### config.mk
export PLATFORM = sky130hd
export DESIGN_NAME = sprite_frame_sequencer_flat
export DESIGN_NICKNAME = d
export VERILOG_FILES = /design/src/rtl/core/sfs_pkg.sv /design/src/rtl/core/sfs_if.sv /design/src/rtl/core/sfs_ram.sv /design/src/rtl/core/sfs_cfg.sv /design/src/rtl/core/sfs_step.sv /design/src/rtl/core/sprite_frame_sequencer.sv /design/src/flat_wrapper.sv
export SDC_FILE = /design/constraint.sdc
export NUM_CORES = 2
export LEC_CHECK = 0
export BUFFER_PORTS_ARGS = -buffer_cell sky130_fd_sc_hd__buf_2
export CAP_MARGIN = 20
export CORE_ASPECT_RATIO = 0.8
export CORE_MARGIN = 3
export CORE_UTILIZATION = 35
export DETAILED_ROUTE_END_ITERATION = 8
export GPL_ROUTABILITY_DRIVEN = 1
export GPL_TIMING_DRIVEN = 0
export PLACE_DENSITY = 0.5
export SLEW_MARGIN = 20
export SYNTH_ARGS = -nofsm -noshare
export SYNTH_HDL_FRONTEND = slang
export SYNTH_HIERARCHICAL = 1
export SYNTH_SLANG_ARGS = --single-unit
### constraint.sdc
create_clock -name clk -period 17.3 [get_ports clk]
set_clock_uncertainty 0.15 [all_clocks]
set_input_delay 3.46 -clock clk [delete_from_list [all_inputs] [get_ports clk]]
set_output_delay 3.46 -clock clk [all_outputs]
set_load 0.005 [all_outputs]
### src/rtl/core/sfs_pkg.sv
// ----------------------------------------------------------------------------
// Sprite frame sequencer package
// Shared types, register codes and widths for the sprite frame sequencer.
// ----------------------------------------------------------------------------
`default_nettype none

package sfs_pkg;

	localparam int MAX_FRAMES_DEF = 64;
	localparam int DUR_W          = 24;
	localparam int ELAPSED_W      = 32;
	localparam int LOOP_W         = 17;
	localparam int DELTA_W        = 16;
	localparam int SPEED_W        = 16;
	localparam int SLOT_W         = 6;
	localparam int FRAME_OUT_W    = 6;
	localparam int FCOUNT_W       = 7;
	localparam int CFG_IDX_W      = 3;
	localparam int CFG_DATA_W     = 17;

	localparam logic [LOOP_W-1:0] LOOP_SAT = 17'h10000;

	typedef enum logic [CFG_IDX_W-1:0] {
		REG_ENABLE      = 3'd0,
		REG_FRAME_COUNT = 3'd1,
		REG_DIRECTION   = 3'd2,
		REG_LOOP_LIMIT  = 3'd3,
		REG_SPEED       = 3'd4
	} reg_idx_t;

	typedef enum logic [1:0] {
		DIR_FORWARD  = 2'd0,
		DIR_REVERSE  = 2'd1,
		DIR_PINGPONG = 2'd2,
		DIR_REV_PING = 2'd3
	} dir_t;

	typedef enum logic {
		MODE_TICK  = 1'b0,
		MODE_WRITE = 1'b1
	} mode_t;

	typedef struct packed {
		logic                mode;
		logic [DELTA_W-1:0]  delta;
		logic [SLOT_W-1:0]   frame_slot;
		logic [DUR_W-1:0]    frame_duration;
	} item_t;

	typedef struct packed {
		logic [FRAME_OUT_W-1:0] current_frame;
		logic                   is_paused;
		logic                   frame_changed;
		logic                   loop_completed;
		logic [LOOP_W-1:0]      loops_done;
	} result_t;

	typedef struct packed {
		logic                enable;
		logic [FCOUNT_W-1:0] frame_count;
		dir_t                direction;
		logic [LOOP_W-1:0]   loop_limit;
		logic [SPEED_W-1:0]  speed;
	} cfg_t;

	typedef struct packed {
		logic [ELAPSED_W-1:0] elapsed;
		logic [LOOP_W-1:0]    loop_counter;
		logic                 reversing;
		logic                 paused;
	} state_t;

	typedef struct packed {
		logic changed;
		logic looped;
	} flags_t;

endpackage

`default_nettype wire

### src/rtl/core/sfs_if.sv
// ----------------------------------------------------------------------------
// Sprite frame sequencer channels
// Valid/ready channels for input items, results and register writes.
// ----------------------------------------------------------------------------
`default_nettype none

interface sfs_item_if;
	import sfs_pkg::*;
	logic  valid;
	logic  ready;
	item_t data;
	modport source (output valid, output data, input ready);
	modport sink (input valid, input data, output ready);
endinterface

interface sfs_result_if;
	import sfs_pkg::*;
	logic    valid;
	logic    ready;
	result_t data;
	modport source (output valid, output data, input ready);
	modport sink (input valid, input data, output ready);
endinterface

interface sfs_cfg_if;
	import sfs_pkg::*;
	logic                  valid;
	logic                  ready;
	logic [CFG_IDX_W-1:0]  index;
	logic [CFG_DATA_W-1:0] wdata;
	modport source (output valid, output index, output wdata, input ready);
	modport sink (input valid, input index, input wdata, output ready);
endinterface

`default_nettype wire

### src/rtl/core/sfs_ram.sv
// ----------------------------------------------------------------------------
// Generic RAM
// One write port and one read port with registered read data.
// ----------------------------------------------------------------------------
`default_nettype none

module sfs_ram #(
	parameter int WIDTH = 8,
	parameter int DEPTH = 16
) (
	input  wire logic                     clk,
	input  wire logic                     we,
	input  wire logic [$clog2(DEPTH)-1:0] waddr,
	input  wire logic [WIDTH-1:0]         wdata,
	input  wire logic [$clog2(DEPTH)-1:0] raddr,
	output logic      [WIDTH-1:0]         rdata
);

	logic [WIDTH-1:0] mem [DEPTH];

	always_ff @(posedge clk) begin
		if (we) begin
			mem[waddr] <= wdata;
		end
		rdata <= mem[raddr];
	end

endmodule

`default_nettype wire

### src/rtl/core/sfs_cfg.sv
// ----------------------------------------------------------------------------
// Sprite frame sequencer registers
// Playback control registers written through the configuration channel.
// ----------------------------------------------------------------------------
`default_nettype none

module sfs_cfg (
	input  wire logic        clk,
	input  wire logic        arst_n,
	sfs_cfg_if.sink          cfg,
	output sfs_pkg::cfg_t    regs
);

	import sfs_pkg::*;

	cfg_t regs_q;

	assign cfg.ready = 1'b1;
	assign regs      = regs_q;

	always_ff @(posedge clk or negedge arst_n) begin
		if (!arst_n) begin
			regs_q.enable      <= 1'b1;
			regs_q.frame_count <= '0;
			regs_q.direction   <= DIR_FORWARD;
			regs_q.loop_limit  <= '1;
			regs_q.speed       <= SPEED_W'(256);
		end else if (cfg.valid && cfg.ready) begin
			unique case (cfg.index)
				REG_ENABLE:      regs_q.enable      <= cfg.wdata[0];
				REG_FRAME_COUNT: regs_q.frame_count <= cfg.wdata[FCOUNT_W-1:0];
				REG_DIRECTION:   regs_q.direction   <= dir_t'(cfg.wdata[1:0]);
				REG_LOOP_LIMIT:  regs_q.loop_limit  <= cfg.wdata[LOOP_W-1:0];
				REG_SPEED:       regs_q.speed       <= cfg.wdata[SPEED_W-1:0];
				default: begin
				end
			endcase
		end
	end

endmodule

`default_nettype wire

### src/rtl/core/sfs_step.sv
// ----------------------------------------------------------------------------
// Sprite frame sequencer step logic
// Next elapsed time, frame index, loop count and pause state for one tick.
// ----------------------------------------------------------------------------
`default_nettype none

module sfs_step #(
	parameter int MAX_FRAMES = 64,
	parameter int IDX_W      = 6,
	parameter int CW         = 7
) (
	input  wire logic                         tick,
	input  wire sfs_pkg::cfg_t                regs,
	input  wire logic [sfs_pkg::DELTA_W-1:0]  delta,
	input  wire sfs_pkg::state_t              st,
	input  wire logic [IDX_W-1:0]             idx,
	input  wire logic [sfs_pkg::DUR_W-1:0]    dur,
	input  wire logic [sfs_pkg::DUR_W-1:0]    dur0,
	output sfs_pkg::state_t                   st_n,
	output logic      [IDX_W-1:0]             idx_n,
	output sfs_pkg::flags_t                   flg
);

	import sfs_pkg::*;

	logic [CW-1:0]                fc;
	logic [CW-1:0]                fcm1;
	logic                         stale;
	logic                         active;
	logic [IDX_W-1:0]             cur;
	logic [IDX_W-1:0]             cur_up;
	logic [IDX_W-1:0]             cur_dn;
	logic [IDX_W-1:0]             last_idx;
	logic                         wrap;
	logic                         at_last;
	logic                         fc_gt1;
	logic [DUR_W-1:0]             dsel;
	logic [DELTA_W+SPEED_W-1:0]   prod;
	logic [ELAPSED_W:0]           sum;
	logic [ELAPSED_W-1:0]         el_sat;
	logic                         counting;
	logic [LOOP_W-1:0]            lc_inc;
	logic                         pause_hit;

	assign fc = (CW'(regs.frame_count) > CW'(MAX_FRAMES)) ? CW'(MAX_FRAMES)
	                                                      : CW'(regs.frame_count);
	assign fcm1     = fc - CW'(1);
	assign stale    = CW'(idx) >= fc;
	assign active   = regs.enable && (fc != '0) && !st.paused;
	assign cur      = stale ? '0 : idx;
	assign cur_up   = cur + IDX_W'(1);
	assign cur_dn   = cur - IDX_W'(1);
	assign last_idx = fcm1[IDX_W-1:0];
	assign wrap     = (CW'(cur) + CW'(1)) == fc;
	assign at_last  = CW'(cur) >= fcm1;
	assign fc_gt1   = fc > CW'(1);
	assign dsel     = stale ? dur0 : dur;

	assign prod   = (DELTA_W+SPEED_W)'(delta) * (DELTA_W+SPEED_W)'(regs.speed);
	assign sum    = {1'b0, st.elapsed} + (ELAPSED_W+1)'(prod[DELTA_W+SPEED_W-1:8]);
	assign el_sat = sum[ELAPSED_W] ? '1 : sum[ELAPSED_W-1:0];

	assign counting  = !regs.loop_limit[LOOP_W-1];
	assign lc_inc    = (st.loop_counter < LOOP_SAT) ? st.loop_counter + LOOP_W'(1)
	                                                : st.loop_counter;
	assign pause_hit = counting && (lc_inc > {1'b0, regs.loop_limit[LOOP_W-2:0]});

	always_comb begin
		st_n  = st;
		idx_n = idx;
		flg   = '0;
		if (tick && active) begin
			idx_n = cur;
			if (regs.speed != '0) begin
				st_n.elapsed = el_sat;
				if (el_sat > ELAPSED_W'(dsel)) begin
					flg.changed  = 1'b1;
					st_n.elapsed = '0;
					unique case (regs.direction)
						DIR_FORWARD: begin
							if (wrap) begin
								flg.looped = 1'b1;
								idx_n      = pause_hit ? cur : '0;
							end else begin
								idx_n = cur_up;
							end
						end
						DIR_REVERSE: begin
							if (cur == '0) begin
								flg.looped = 1'b1;
								idx_n      = pause_hit ? '0 : last_idx;
							end else begin
								idx_n = cur_dn;
							end
						end
						DIR_PINGPONG: begin
							if (!st.reversing) begin
								if (at_last) begin
									st_n.reversing = 1'b1;
									idx_n          = fc_gt1 ? cur_dn : cur;
								end else begin
									idx_n = cur_up;
								end
							end else if (cur == '0) begin
								st_n.reversing = 1'b0;
								flg.looped     = 1'b1;
								idx_n          = (!pause_hit && fc_gt1) ? cur_up : cur;
							end else begin
								idx_n = cur_dn;
							end
						end
						DIR_REV_PING: begin
							if (st.reversing) begin
								if (cur == '0) begin
									st_n.reversing = 1'b0;
									idx_n          = fc_gt1 ? cur_up : cur;
								end else begin
									idx_n = cur_dn;
								end
							end else if (at_last) begin
								st_n.reversing = 1'b1;
								flg.looped     = 1'b1;
								idx_n          = (!pause_hit && fc_gt1) ? cur_dn : cur;
							end else begin
								idx_n = cur_up;
							end
						end
					endcase
					if (flg.looped && counting) begin
						st_n.loop_counter = lc_inc;
						st_n.paused       = pause_hit;
					end
				end
			end
		end
	end

endmodule

`default_nettype wire

### src/rtl/core/sprite_frame_sequencer.sv
// Each result is registered; a stalled result holds the next item in
// the input register. Throughput: one item per cycle while results are taken;
// the tick logic and duration RAM read-ahead finish while the item is in it.
// Reset: arst_n clears playback state and restores register defaults at once;
// frame durations are undefined until written.
// ----------------------------------------------------------------------------
// Sprite frame sequencer
// Steps one sprite animation through its frames on time ticks.
// ----------------------------------------------------------------------------
`default_nettype none

module sprite_frame_sequencer #(
	parameter int MAX_FRAMES = sfs_pkg::MAX_FRAMES_DEF
) (
	input  wire logic  clk,
	input  wire logic  arst_n,
	sfs_item_if.sink   item,
	sfs_result_if.source result,
	sfs_cfg_if.sink    cfg
);

	import sfs_pkg::*;

	localparam int IDX_W  = $clog2(MAX_FRAMES);
	localparam int FC_W   = $clog2(MAX_FRAMES + 1);
	localparam int CW     = (FC_W > FCOUNT_W) ? FC_W : FCOUNT_W;
	localparam int SLOT_XW = IDX_W + SLOT_W;

	cfg_t               regs;
	logic               valid_s1;
	item_t              item_s1;
	logic               out_valid_q;
	result_t            res_q;
	state_t             st_q;
	logic [IDX_W-1:0]   idx_q;
	logic               byp_q;
	logic [DUR_W-1:0]   byp_data_q;
	logic [DUR_W-1:0]   dur0_q;

	logic               adv;
	state_t             st_n;
	logic [IDX_W-1:0]   idx_n;
	flags_t             flg;
	logic [SLOT_XW-1:0] slot_x;
	logic               wr_en;
	logic [IDX_W-1:0]   wr_addr;
	logic [IDX_W-1:0]   rd_addr;
	logic [DUR_W-1:0]   ram_rdata;
	logic [DUR_W-1:0]   dur_cur;
	logic [IDX_W+FRAME_OUT_W-1:0] idx_x;

	sfs_cfg u_cfg (
		.clk    (clk),
		.arst_n (arst_n),
		.cfg    (cfg),
		.regs   (regs)
	);

	assign adv          = valid_s1 && (!out_valid_q || result.ready);
	assign item.ready   = !valid_s1 || adv;
	assign result.valid = out_valid_q;
	assign result.data  = res_q;

	assign slot_x  = {{IDX_W{1'b0}}, item_s1.frame_slot};
	assign wr_en   = adv && (item_s1.mode == MODE_WRITE) &&
	                 (slot_x < SLOT_XW'(MAX_FRAMES));
	assign wr_addr = slot_x[IDX_W-1:0];
	assign rd_addr = adv ? idx_n : idx_q;
	assign dur_cur = byp_q ? byp_data_q : ram_rdata;

	sfs_ram #(
		.WIDTH (DUR_W),
		.DEPTH (MAX_FRAMES)
	) u_dur_ram (
		.clk   (clk),
		.we    (wr_en),
		.waddr (wr_addr),
		.wdata (item_s1.frame_duration),
		.raddr (rd_addr),
		.rdata (ram_rdata)
	);

	sfs_step #(
		.MAX_FRAMES (MAX_FRAMES),
		.IDX_W      (IDX_W),
		.CW         (CW)
	) u_step (
		.tick  (item_s1.mode == MODE_TICK),
		.regs  (regs),
		.delta (item_s1.delta),
		.st    (st_q),
		.idx   (idx_q),
		.dur   (dur_cur),
		.dur0  (dur0_q),
		.st_n  (st_n),
		.idx_n (idx_n),
		.flg   (flg)
	);

	assign idx_x = {{FRAME_OUT_W{1'b0}}, idx_n};

	always_ff @(posedge clk or negedge arst_n) begin
		if (!arst_n) begin
			valid_s1    <= 1'b0;
			out_valid_q <= 1'b0;
			st_q        <= '0;
			idx_q       <= '0;
			byp_q       <= 1'b0;
		end else begin
			if (item.ready) begin
				valid_s1 <= item.valid;
			end
			if (adv) begin
				out_valid_q <= 1'b1;
				st_q        <= st_n;
				idx_q       <= idx_n;
			end else if (result.ready) begin
				out_valid_q <= 1'b0;
			end
			byp_q <= wr_en && (wr_addr == rd_addr);
		end
	end

	always_ff @(posedge clk) begin
		if (item.ready) begin
			item_s1 <= item.data;
		end
		if (adv) begin
			res_q.current_frame  <= idx_x[FRAME_OUT_W-1:0];
			res_q.is_paused      <= st_n.paused;
			res_q.frame_changed  <= flg.changed;
			res_q.loop_completed <= flg.looped;
			res_q.loops_done     <= st_n.loop_counter;
		end
		byp_data_q <= item_s1.frame_duration;
		if (wr_en && (wr_addr == '0)) begin
			dur0_q <= item_s1.frame_duration;
		end
	end

`ifndef ASSERT_OFF
	a_hold_s1: assert property (@(posedge clk) disable iff (!arst_n)
		valid_s1 && !adv |=> valid_s1 && $stable(item_s1))
		else $error("stalled transaction left the input register");

	a_clear_elapsed: assert property (@(posedge clk) disable iff (!arst_n)
		adv && flg.changed |=> st_q.elapsed == '0)
		else $error("elapsed time not cleared on frame change");

	a_pause_sticky: assert property (@(posedge clk) disable iff (!arst_n)
		st_q.paused |=> st_q.paused)
		else $error("pause released without reset");

	a_loop_change: assert property (@(posedge clk) disable iff (!arst_n)
		result.valid && result.data.loop_completed |-> result.data.frame_changed)
		else $error("loop completed without frame change");
`endif

endmodule

`default_nettype wire

### src/flat_wrapper.sv
// flat-port wrapper written by rule: the top's interface ports become plain ports
module sprite_frame_sequencer_flat import sfs_pkg::*;
#(
	parameter int MAX_FRAMES = sfs_pkg::MAX_FRAMES_DEF
)
  (clk, arst_n, item_valid, item_data, item_ready, result_valid, result_data, result_ready, cfg_valid, cfg_index, cfg_wdata, cfg_ready);
  sfs_item_if item_i ();
  sfs_result_if result_i ();
  sfs_cfg_if cfg_i ();
  input  wire logic clk;
  input  wire logic arst_n;
  input wire logic [$bits(item_i.valid)-1:0] item_valid;
  input wire logic [$bits(item_i.data)-1:0] item_data;
  output wire logic [$bits(item_i.ready)-1:0] item_ready;
  output wire logic [$bits(result_i.valid)-1:0] result_valid;
  output wire logic [$bits(result_i.data)-1:0] result_data;
  input wire logic [$bits(result_i.ready)-1:0] result_ready;
  input wire logic [$bits(cfg_i.valid)-1:0] cfg_valid;
  input wire logic [$bits(cfg_i.index)-1:0] cfg_index;
  input wire logic [$bits(cfg_i.wdata)-1:0] cfg_wdata;
  output wire logic [$bits(cfg_i.ready)-1:0] cfg_ready;
  assign item_i.valid = item_valid;
  assign item_i.data = item_data;
  assign item_ready = item_i.ready;
  assign result_valid = result_i.valid;
  assign result_data = result_i.data;
  assign result_i.ready = result_ready;
  assign cfg_i.valid = cfg_valid;
  assign cfg_i.index = cfg_index;
  assign cfg_i.wdata = cfg_wdata;
  assign cfg_ready = cfg_i.ready;
  sprite_frame_sequencer #(.MAX_FRAMES(MAX_FRAMES)) u_core (.clk(clk), .arst_n(arst_n), .item(item_i), .result(result_i), .cfg(cfg_i));
endmodule
==> results.txt <==
For this run, the leading register cell type out of synthesis is sky130_fd_sc_hd__edfxtp_1. Summing the areas of all and, or, nand and nor instances in the mapped netlist gives roughly 6.1% of the synthesized area. The clock tree root driver cell is sky130_fd_sc_hd__clkbuf_16. Global routing consumed, on the met2 layer, just under 30% of the routing resources. In this design, the stage delay of the slowest critical-path cell is ~0.85 ns. The final layout contains between 5,000 and 6,000 nets. The shortest clock period the worst path allows after layout came out at 16.86 ns.

The number of synthesized flops with an enable pin is about 1,600. The synthesized netlist devotes ~4% of its cell area to compound gates. The total number of placement rows came out at ~160. The overall fraction of global-route tracks in use came out at 20.2%. Once the floorplan was initialized, standard cells occupied 35.4% of the core. The count of buffers added by post-CTS timing repair for setup came out at 0. The vertical die dimension is approximately 440 um. At the worst endpoint, the required time is around 18 ns. Routability-driven placement finished with a final weighted congestion of roughly 0.9. Detailed routing inserted a total of roughly 46,000 vias. The first TritonRoute pass finished after 6 iterations. The number of sinks handled by clock tree synthesis is between 1,500 and 2,000. The global-route met3 utilization came out at 3.99%. The depth of the CTS H-tree is 4. The sequential element share of the synthesized area is 65.2%. The average footprint of a synthesized cell is around 16 um^2.

Headroom to the max-slew limit came out at ~17%. The number of antenna violations at the first check in global routing came out at 14. After synthesis the netlist holds a flip-flop and latch count of 1,784.

The mapped cell area is between 80,000 and 90,000 um^2. The post-detailed-placement half-perimeter wirelength is about 180 mm. Counting flops with an async set or reset pin after synthesis yields a share of 5.77%. The I/O pin total came out at ~100. The post-synthesis instance total came out at between 4,000 and 5,000. The multiplexer fraction of the synthesized cell area is between 10% and 20%. Among the stages of the critical path, the cell type that occurs most often is sky130_fd_sc_hd__fa_1.

TritonCTS built the clock tree. The worst setup path is launched from a flop. The post-route clock period utilization came out at a little over nine tenths. In this run the most used layer during global routing was met1. The adder and majority cell fraction of the synthesized area came out at approximately 7.7%. After global routing the overflow that remains totals 0. The path class of the tightest hold or removal check is reg -> reg. The utilization after layout is around two fifths. The final number of hold-violating endpoints came to 0. The layout has between 20,000 and 25,000 filler cells. At the pin with the least slew margin, the transition time is about 1.2 ns. The number of buffers added on ports is 99. Yosys printed 6 warnings. Of all nets on the critical path, the largest fanout is 10.

The total CTS buffers is about 180. The number of instances resized during post-cts repair came out at 7. Clock latency on the worst-skew pair, taken at its later pin, is 0.83 ns. The maximum frequency from static timing analysis is around 0.059 GHz. Setup slack on the worst reg-to-reg path comes out at about 0.44 ns. The data arrival time at the worst-slack endpoint is 17.42 ns. The max-cap check violation count came out at 0. Measured along the x axis, the die boundary spans approximately 540 um. The count of distinct cell types in the synthesized netlist is 95. The die footprint came out at 236,000 um^2. The number of pins with negative max-slew slack in the final report came out at 0. The run finished with clean final reports. Leaving out fill and tap cells, the most frequent cells in the layout are sky130_fd_sc_hd__edfxtp_1, sky130_fd_sc_hd__nand2_1, sky130_fd_sc_hd__mux4_2. The core region area came out at around 230,000 um^2. The fraction of layout cells with a size suffix above 1 came out at 22.3%. The first global-routing pass estimated 343 mm of wire. The via count of the first global-routing pass is between 40,000 and 50,000. The residual antenna-violating net count after detailed routing came out at 0. In this run, the number of DRC markers left after iteration 0 of detailed routing was between 4,000 and 5,000. The number of hold buffers added after CTS was 0. The XOR/XNOR share of the synthesized area came out at less than 1%.

Synthesis produced a netlist with a net count of 5,348. The library cell used most frequently in the layout, excluding fill and tap cells, is sky130_fd_sc_hd__edfxtp_1. The clock transition at the registers of the reported paths came out at 0.07 ns. The critical path in this run is classified as reg -> reg.

The met1 demand-to-capacity share in global routing is ~31%. The total routed wirelength is approximately 240 mm. Compared with the post-synthesis result, the final layout area differs by 17.3%. In the routed design, unresolved DRC markers number 0. The total of endpoints with negative setup slack in the final report is 0.

The worst-path cell with the longest stage delay is sky130_fd_sc_hd__a31oi_1. In this run the deepest clock path goes through 3 buffers. In the final routed layout, each cell accounts on average for approximately 28 um.

The main combinational cell family by area after synthesis is multiplexers. Entering global routing, the biggest net connects around 70 pins. The type of destination of the critical path is a flop. Setup repair after global routing left no endpoint under its margin.

The vias per cell came out at roughly 5.4.
==> metal layers <==
layer / wire (um) / vias to the layer above / part of all wire [%]
met5: 0 / - / 0
met4: 5010 / 0 / 2.1
met3: 18800 / 241 / 7.8
met2: 106000 / 1693 / 44
met1: 111000 / 24500 / 46
li1: - / 19700 / -
==> critical path: cells and delay by family, from the launching register on <==
family	cells	cell delay (ns)
adders and majority gates	9	4.02
AOI/OAI and AO/OA	20	5.46
buffers and inverters	10	3.03
xor gates and xnor gates	1	0.11
DFF	1	0.61
and+or+nand+nor	12	2.61
muxes	1	0.71
==> flip-flops by register name (all words and copies together) (netlist names), 6 cells and up <==
register / flops
u_core/st_q: 51
u_core/u_dur_ram/rdata: 24
u_core/item_s1: 41
u_core/byp_data_q: 24
u_core/result.data: 26
u_core/dur0_q: 24
u_core/u_cfg/regs: 43
u_core/u_dur_ram/mem: 1536
u_core/idx_q: 6
u_core/wr_addr: 6
==> final cells by class <==
type / instances / area (um^2) / share of cell area [%]
diodes: 7 / 17.5 / 0.0185
plain buffers: 229 / 1170 / 1.23
clock buffers: 234 / 4960 / 5.24
clock inverters: 103 / 933 / 0.987
inverters: 288 / 1080 / 1.14
multi-input cells: 2593 / 26400 / 27.9
flip-flops and latches: 1784 / 52600 / 55.6
well taps: 3002 / 3760 / 3.97
repair buffers: 261 / 3700 / 3.91
==> final timing paths <==
path / startpoint / to / cells after the start
setup / recovery: u_core/item_s1[41] / u_core/u_dur_ram/rdata[10] / 53
hold / removal: u_core/st_q[25] / u_core/st_q[25] / 2
setup reg to reg: u_core/item_s1[41] / u_core/u_dur_ram/rdata[10] / 53
hold reg to reg: u_core/st_q[25] / u_core/st_q[25] / 2
max in group asynchronous: arst_n / u_core/u_cfg/regs[16] / 2
min in group asynchronous: arst_n / u_core/st_q[8] / 1
==> kinds of logic (layout without fill, tap and decap cells) <==
family / Yosys count / count (layout)
xor gates and xnor gates: 86 / 86
DFF: 1784 / 1784
muxes: 612 / 612
AOI/OAI and AO/OA: 477 / 477
buffers and inverters: 520 / 1115
and+or+nand+nor: 1038 / 1038
adders and majority gates: 379 / 379
other: 1 / 8
==> through the flow <==
step	setup slack (ns)	area (um^2)	std cells	setup TNS, ns	hold slack [ns]
CTS	0.0558	94500	8495	0	0.363
global placement	-0.428	84900	7998	-3.39	0.347
global route	0.0341	94600	8494	0	0.388
detailed placement	-0.298	88600	8159	-1.64	0.344
floorplan	5.27	80700	4897	0	0.324
finish	0.444	94600	8501	0	0.364
==> synthesized netlist by cell type (19+ instances only) <==
| cell type | n | area [um^2] |
|---|---|---|
| sky130_fd_sc_hd__edfxtp_1 | 1633 | 49000 |
| sky130_fd_sc_hd__nand2_1 | 453 | 1700 |
| sky130_fd_sc_hd__mux4_2 | 355 | 8000 |
| sky130_fd_sc_hd__inv_1 | 283 | 1060 |
| sky130_fd_sc_hd__fa_1 | 194 | 3880 |
| sky130_fd_sc_hd__ha_1 | 185 | 2310 |
| sky130_fd_sc_hd__nor2_1 | 173 | 649 |
| sky130_fd_sc_hd__and2_1 | 133 | 832 |
| sky130_fd_sc_hd__mux2i_1 | 133 | 1330 |
| sky130_fd_sc_hd__clkbuf_1 | 105 | 394 |
| sky130_fd_sc_hd__mux2_2 | 98 | 1100 |
| sky130_fd_sc_hd__a21oi_1 | 84 | 420 |
| sky130_fd_sc_hd__dfrtp_1 | 84 | 2100 |
| sky130_fd_sc_hd__nand3_1 | 79 | 395 |
| sky130_fd_sc_hd__buf_2 | 62 | 310 |
| sky130_fd_sc_hd__o21ai_0 | 60 | 300 |
| sky130_fd_sc_hd__o22ai_1 | 58 | 363 |
| sky130_fd_sc_hd__a221oi_1 | 54 | 473 |
| sky130_fd_sc_hd__xnor2_1 | 52 | 455 |
| sky130_fd_sc_hd__dfxtp_1 | 48 | 961 |
| sky130_fd_sc_hd__buf_4 | 35 | 263 |
| sky130_fd_sc_hd__and3_1 | 34 | 213 |
| sky130_fd_sc_hd__xor2_1 | 34 | 298 |
| sky130_fd_sc_hd__a22oi_1 | 29 | 218 |
| sky130_fd_sc_hd__nor3_1 | 28 | 140 |
| sky130_fd_sc_hd__o21a_1 | 28 | 210 |
| sky130_fd_sc_hd__a21o_1 | 27 | 203 |
| sky130_fd_sc_hd__mux2_1 | 26 | 293 |
| sky130_fd_sc_hd__a31oi_1 | 25 | 156 |
| sky130_fd_sc_hd__nor2b_1 | 25 | 156 |
| sky130_fd_sc_hd__nand4_1 | 21 | 131 |
| sky130_fd_sc_hd__buf_1 | 19 | 71.3 |
| sky130_fd_sc_hd__dfstp_2 | 19 | 499 |
Power is not shown: default switching activity piles up to over one toggle a cycle in this logic, so the estimate is an artifact.
